### config.mk
export PLATFORM = sky130hd
export DESIGN_NAME = knnq_isqrt
export DESIGN_NICKNAME = d
export VERILOG_FILES = /design/src/knnq_pkg.sv /design/src/knnq_isqrt.sv
export SDC_FILE = /design/constraint.sdc
export NUM_CORES = 1
export LEC_CHECK = 0
export ABC_AREA = 1
export BUFFER_PORTS_ARGS = -buffer_cell sky130_fd_sc_hd__buf_2
export CAP_MARGIN = 30
export CORE_MARGIN = 10
export CORE_UTILIZATION = 45
export DETAILED_ROUTE_END_ITERATION = 8
export PLACE_DENSITY_LB_ADDON = 0.3
export RECOVER_POWER = 50
export SYNTH_ARGS = -nofsm -noshare
export SYNTH_HDL_FRONTEND = slang
export SYNTH_SLANG_ARGS = --single-unit
### constraint.sdc
create_clock -name clk -period 2.26 [get_ports clk]
set_input_delay 0.339 -clock clk [delete_from_list [all_inputs] [get_ports clk]]
set_output_delay 0.339 -clock clk [all_outputs]
set_load 0.02 [all_outputs]
### src/knnq_pkg.sv
package knnq_pkg;

    localparam int MaxPoints  = 1024;
    localparam int MaxDim     = 16;
    localparam int MaxK       = 16;
    localparam int CoordWidth = 16;

    localparam int StoreDepth = MaxPoints * MaxDim;
    localparam int StoreAw    = $clog2(StoreDepth);
    localparam int PointW     = $clog2(MaxPoints);
    localparam int DimW       = $clog2(MaxDim);
    localparam int KW         = $clog2(MaxK);
    localparam int DiffW      = CoordWidth + 1;
    localparam int SqW        = 2 * CoordWidth;
    localparam int DistW      = 37;
    localparam int OutDistW   = 36;

    localparam logic [DistW-1:0] Infinity = '1;

    typedef enum logic [1:0]
    {
        REG_DIMS      = 2'd0,
        REG_REF_COUNT = 2'd1,
        REG_NEIGHB    = 2'd2,
        REG_SQUARED   = 2'd3
    } cfg_reg_t;

    typedef struct packed
    {
        logic [DistW-1:0]  sq_dist;
        logic [PointW-1:0] index;
    } cand_t;

endpackage

### src/knnq_isqrt.sv
module knnq_isqrt
(
    input  logic                              clk,
    input  logic                              rst_n,
    input  logic                              start,
    input  logic [knnq_pkg::DistW-1:0]        value,
    output logic                              done,
    output logic [knnq_pkg::OutDistW-1:0]     root
);

    localparam int StepW = $clog2(knnq_pkg::DistW / 2 + 2);
    localparam int Steps = (knnq_pkg::DistW + 1) / 2;
    localparam int RemW  = knnq_pkg::DistW + 1;

    logic [RemW-1:0]                 rem_reg, rem_next;
    logic [RemW-1:0]                 val_reg, val_next;
    logic [knnq_pkg::OutDistW-1:0]   root_reg, root_next;
    logic [StepW-1:0]                step_reg, step_next;
    logic                            busy_reg, busy_next;
    logic                            done_reg, done_next;
    logic [RemW-1:0]                 trial;
    logic [RemW-1:0]                 shifted;

    always_comb
    begin
        shifted   = {rem_reg[RemW-3:0], val_reg[RemW-1 -: 2]};
        trial     = {root_reg[RemW-3:0], 2'b01};
        rem_next  = rem_reg;
        val_next  = val_reg;
        root_next = root_reg;
        step_next = step_reg;
        busy_next = busy_reg;
        done_next = 1'b0;
        if (start)
        begin
            rem_next  = '0;
            val_next  = RemW'(value);
            root_next = '0;
            step_next = StepW'(Steps);
            busy_next = 1'b1;
        end
        else if (busy_reg)
        begin
            val_next = {val_reg[RemW-3:0], 2'b00};
            if (shifted >= trial)
            begin
                rem_next  = shifted - trial;
                root_next = {root_reg[knnq_pkg::OutDistW-2:0], 1'b1};
            end
            else
            begin
                rem_next  = shifted;
                root_next = {root_reg[knnq_pkg::OutDistW-2:0], 1'b0};
            end
            step_next = step_reg - 1'b1;
            if (step_reg == StepW'(1))
            begin
                busy_next = 1'b0;
                done_next = 1'b1;
            end
        end
    end

    always_ff @(posedge clk or negedge rst_n)
    begin
        if (!rst_n)
        begin
            busy_reg <= 1'b0;
            done_reg <= 1'b0;
            step_reg <= '0;
        end
        else
        begin
            busy_reg <= busy_next;
            done_reg <= done_next;
            step_reg <= step_next;
        end
    end

    always_ff @(posedge clk)
    begin
        rem_reg  <= rem_next;
        val_reg  <= val_next;
        root_reg <= root_next;
    end

    assign done = done_reg;
    assign root = root_reg;

endmodule

Word level (Yosys, flattened, before mapping)
Cells that the tools add are included.

cells by class
  magnitude comparators = 1
  mux-type cells = 12
  equal/unequal tests = 1
  reduce and logical (&&, ||, !) cells = 1
  $add $sub $neg = 2

operator list
  kind                                                                    count
  37-bit two-way mux                                                      2
  38-bit greater-or-equal comparator                                      1
  36-bit two-way mux                                                      1
  36-bit subtractor                                                       1
  5-bit two-way mux                                                       2
  1-bit two-way mux                                                       7
  5-bit by 1-bit equality test with 1-bit output (second input constant)  1
  5-bit by 1-bit subtractor with 5-bit output (second input constant)     1
  2-bit nonzero test                                                      1

word-level totals
  register bits = 117
  input port bits = 40
  logic and storage cells = 24
  output and inout port bits = 37

Logic depth before layout (Yosys ltp)
  depth after elaboration = 4
  mapped depth = 17
  mapped depth without buffers = 16

Least setup slack after synthesis
No wires, ideal clock.

  path type = input to register
  from = in start
  to = reg val_reg[0], enable pin
  setup slack = -180 ps
  arrival time = 2024 ps
  stages = 4
  setup time = 416 ps
  buffers on the path = 2
  data required time = 1844 ps
  cells stage by stage = clkbuf_1 nor2_1 clkinv_1 clkbuf_1

between the ends
  word-level cells in the longest chain between the ends = 1

RTL lines
  what                                 line              RTL
  from (decl)                          knnq_isqrt.sv:5   input logic start,
  2-bit nonzero test (no source line)  n/a
  to (signal assigned)                 knnq_isqrt.sv:83  val_reg <= val_next;
  to (decl)                            knnq_isqrt.sv:16  logic [RemW-1:0] val_reg, val_next;

Every way passes these cells.
A chain may end at the register's enable or synchronous reset.

Final worst setup path
  from = reg root_reg, in the netlist root[23]
  to = reg rem_reg[33]

between the ends
  word-level cells in the longest chain between the ends = 2
  elaborated cells on any way between the ends = 3
  those cells by class = 1 x add/sub; 1 x order compare; 1 x mux

RTL lines
  what                                                                     line                                RTL
  from (decl)                                                              knnq_isqrt.sv:17                    logic [knnq_pkg::OutDistW-1:0] root_reg, root_next;
  from (signal assigned)                                                   knnq_isqrt.sv:84                    root_reg <= root_next;
  36-bit subtractor or 38-bit greater-or-equal comparator (tied branches)  knnq_isqrt.sv:47, knnq_isqrt.sv:45
  36-bit two-way mux (*)                                                   knnq_isqrt.sv:45                    if (shifted >= trial)
  to (signal assigned)                                                     knnq_isqrt.sv:82                    rem_reg <= rem_next;
  to (decl)                                                                knnq_isqrt.sv:15                    logic [RemW-1:0] rem_reg, rem_next;

Mark *: on every way between the ends. The rest lies on a longest branch, timed or not.

==> impl_results.md <==
- Crit path DAT: ~2.4 ns
- Final hold viol count: 0
- Xor/xnor cell area share of the yosys netlist: under 10%
- CTS root buf: clkbuf_16
- Hold Slack: 0.170 ns
- Cell taking the most area after synthesis: nand2_1
- Area growth, synth to finish: 25.6%
- Logic pwr share: 60.2%
- GP Congestion: approximately 1.1
- Time the worst path needs with I/O delays and setup: around 2.1 ns
- Switching power: 6630 uW
- Synth Area in Simple Gates: a little over a third
- Post-synthesis adder-cell area fraction: ~6.7%
- Clk sinks: between 100 and 150
- DIE WIDTH: 149 um
- Core area: around 16000 um2
- Post-synthesis sequential area ratio: ~37%
- I/O Pins: a little under 80
- Worst Max-Slew Pin Slew: about 1.4 ns
- Layout Nets: 1324
- Seq pwr share: roughly 20%
- Power per Cell Area: 1520 nW/um2
- FF+latch count, synth: between 100 and 150
- Initial Util: a little under half
- Share of cells above drive strength 1: 17.1%
- TritonCTS clock tree: done
- Startpoint Class: flip-flop
- Crit Path Class: reg2reg
- Async S/R FF share, synth: under 10%
- Internal: between 7000 and 8000 uW
- Fillers: around 1.6k
- Maximum clock insertion buffer count: 2
- Clock transition at the registers of the reported paths: 0.06 ns
- Syn Nets: approximately 1.2k
- Synth Area in Compound Gates: just under 8%
- Register area: roughly 2700 um2
- Antenna-violating nets left: 0
- H-tree levels: 4
- PortBufs: between 70 and 80
- Total gr overflow: 0
- Required @ worst endpoint: 2.58 ns
- Setup_tns: 0 ns
- Commonest non-fill, non-tap cell in the layout: nand2_1
- Clock power frac: 20.1%
- Max FO, Critical Path: 9
- Worst Hold Class: in2reg
- Status: finished, final reports clean
- Vias per std cell: 4.93
- RSZ-0062 raised after global routing: yes
- Relative slew slack: approximately 4.2%
- Cts bufs inserted: 17
- Die Area: between 20000 and 25000 um2
- Vias in the first global route: 7157
- FMAX: 475 MHz
- Tot GR Track Use: about 20%
- Die Y: 149 um
- Clk_lat worst skew: between 0.4 and 0.5 ns
- Post-synth EDFFs: 37
- Routed WL: between 20000 and 25000 um
- TritonRoute pass-1 iters: 5
- Via count: approximately 7.3k
- Maxcap violations: 0
- Post-Layout Cell Count: 1477
- First-pass GRT wire length: about 35000 um
- Syn. warnings: 0
- Syn Area/Cell: 6.60 um2
- Setup crit end kind: flip-flop
- Peak supply drop: around 790 uV
- Dpl cells: approximately 1.4k
- Initial DRC count: approximately 500
- Synth top area share: around 23%
- Largest net degree at the start of global routing: 55
- Rows: 47
- Number of flip-flops in the largest register: 38
- Multi-input logic area: ~4300 um2
- LEAKAGE: a little under 0.005 uW
- Clock Skews: 0.00703 ns
- Largest family of logic cells by synthesized area: simple AND/OR/NAND/NOR gates
- Mux cell area share after synthesis: 0%
- Cell Area, Synth: between 7000 and 8000 um2
- Gate Count Post-Synth: approximately 1.1k
- Ys flop type: dfxtp_1
- Largest cells by area after synthesis: nand2_1 23%, dfxtp_1 20%, edfxtp_1 15%, inv_1 8.9%, ha_1 6.7%
- Post-layout util: 57.1%
- Post-synth cell types: 37
- DP HPWL: between 15000 and 20000 um
- Leading cell types in the layout, fill and taps excluded: 451 x nand2_1, 177 x inv_1, 73 x dfxtp_1
- Diode count: 0
- Switch share: roughly 46%
- Final period util: between 90% and 100%
- Final Max Tran Viols: 0
- Initial antenna violation count: 1
- DRC viols: 0
- # setup viols final: 0
- WL per Instance: roughly 15 um
## worst max-delay path: stages (launching register included)
cell and delay (ns):
dfxtp_1 0.32, inv_1 0.09, ha_4 0.28, nand2_2 0.10, inv_1 0.06, nand2_1 0.06, nand2_1 0.08, nand2_1 0.07
nand2_1 0.06, nand2_1 0.06, nand2_1 0.09, nor2_4 0.21, buf_4 0.23, nand3_1 0.10, nand2_1 0.06, inv_1 0.03
nand2_1 0.05, nand2_1 0.04
## layer usage
| layer | global-route usage, % | vias to the layer above | part of all wire [%] |
|---|---|---|---|
| met5 | 0 | - | 0.060 |
| met4 | 6.38 | 2 | 2.0 |
| met3 | 4.95 | 33 | 6.1 |
| met2 | 31.7 | 190 | 46 |
| met1 | 25.0 | 3275 | 46 |
| li1 | - | 3788 | - |
## cell type report
type	instances	area share, %
Clock buffer	17	4.52
Clock inverter	15	2.05
Inverter	182	7.26
Multi-Input combinational cell	806	45.7
Sequential cell	117	29.2
Tap cell	220	2.93
Timing Repair Buffer	120	8.30
## cell families after synthesis
logic type                 count (synthesis)
and+or+nand+nor                          649
buffers and inverters                    212
DFF                                      117
AOI/OAI and AO/OA                        102
adders and majority gates                 40
xor gates and xnor gates                  15
## repair_timing
action | 4_1_cts | 5_1_grt
buffers inserted | 0 | 1
setup endpoints to repair | 0 | 37
gates resized for setup | 0 | 62
endpoints found under the hold margin | 7 | 0
hold buffers | 1 | 0
## through the flow
stage | setup WS [ns] | total power [uW] | instance area, um2
after CTS | 0.0443 | 13700 | 9010
after global routing | -0.0111 | 15600 | 9410
after global placement | 0.0542 | 10700 | 8390
after detailed placement | 0.0630 | 10700 | 8390
after floorplan | 0.164 | 8430 | 7490
final | 0.154 | 14300 | 9410
## power by group through the flow
stage                     Combinational, uW  Clock (uW)  Sequential (uW)
final                                  8610        2870             2820
after global routing                   9720        2980             2860
after CTS                              8000        2920             2750
after detailed placement               7930           0             2790
after global placement                 7910           0             2790
after floorplan                        5680           0             2760
## cell usage after synthesis (8+ instances only)
cell type	instances
nand2_1	462
inv_1	178
nand3_1	74
dfxtp_1	73
nor2_1	67
ha_1	40
edfxtp_1	37
o22ai_1	35
a21oi_1	30
clkbuf_1	20
o21ai_1	15
nand3b_1	12
o21ai_0	11
nand4_1	10
o21bai_1	8
xor2_1	8
## worst paths after layout
path	start	endpoint	slack, ns	cells after the start
setup / recovery	root[23]	rem_reg[33]	0.15	17
hold / removal	value[0]	val_reg[0]	0.17	3
setup reg to reg	root[23]	rem_reg[33]	0.15	17
hold reg to reg	val_reg[35]	val_reg[37]	0.44	2
max in group asynchronous	rst_n	step_reg[0]	1.60	2
min in group asynchronous	rst_n	busy_reg	0.36	2
Power figures use the tool's default switching activity.
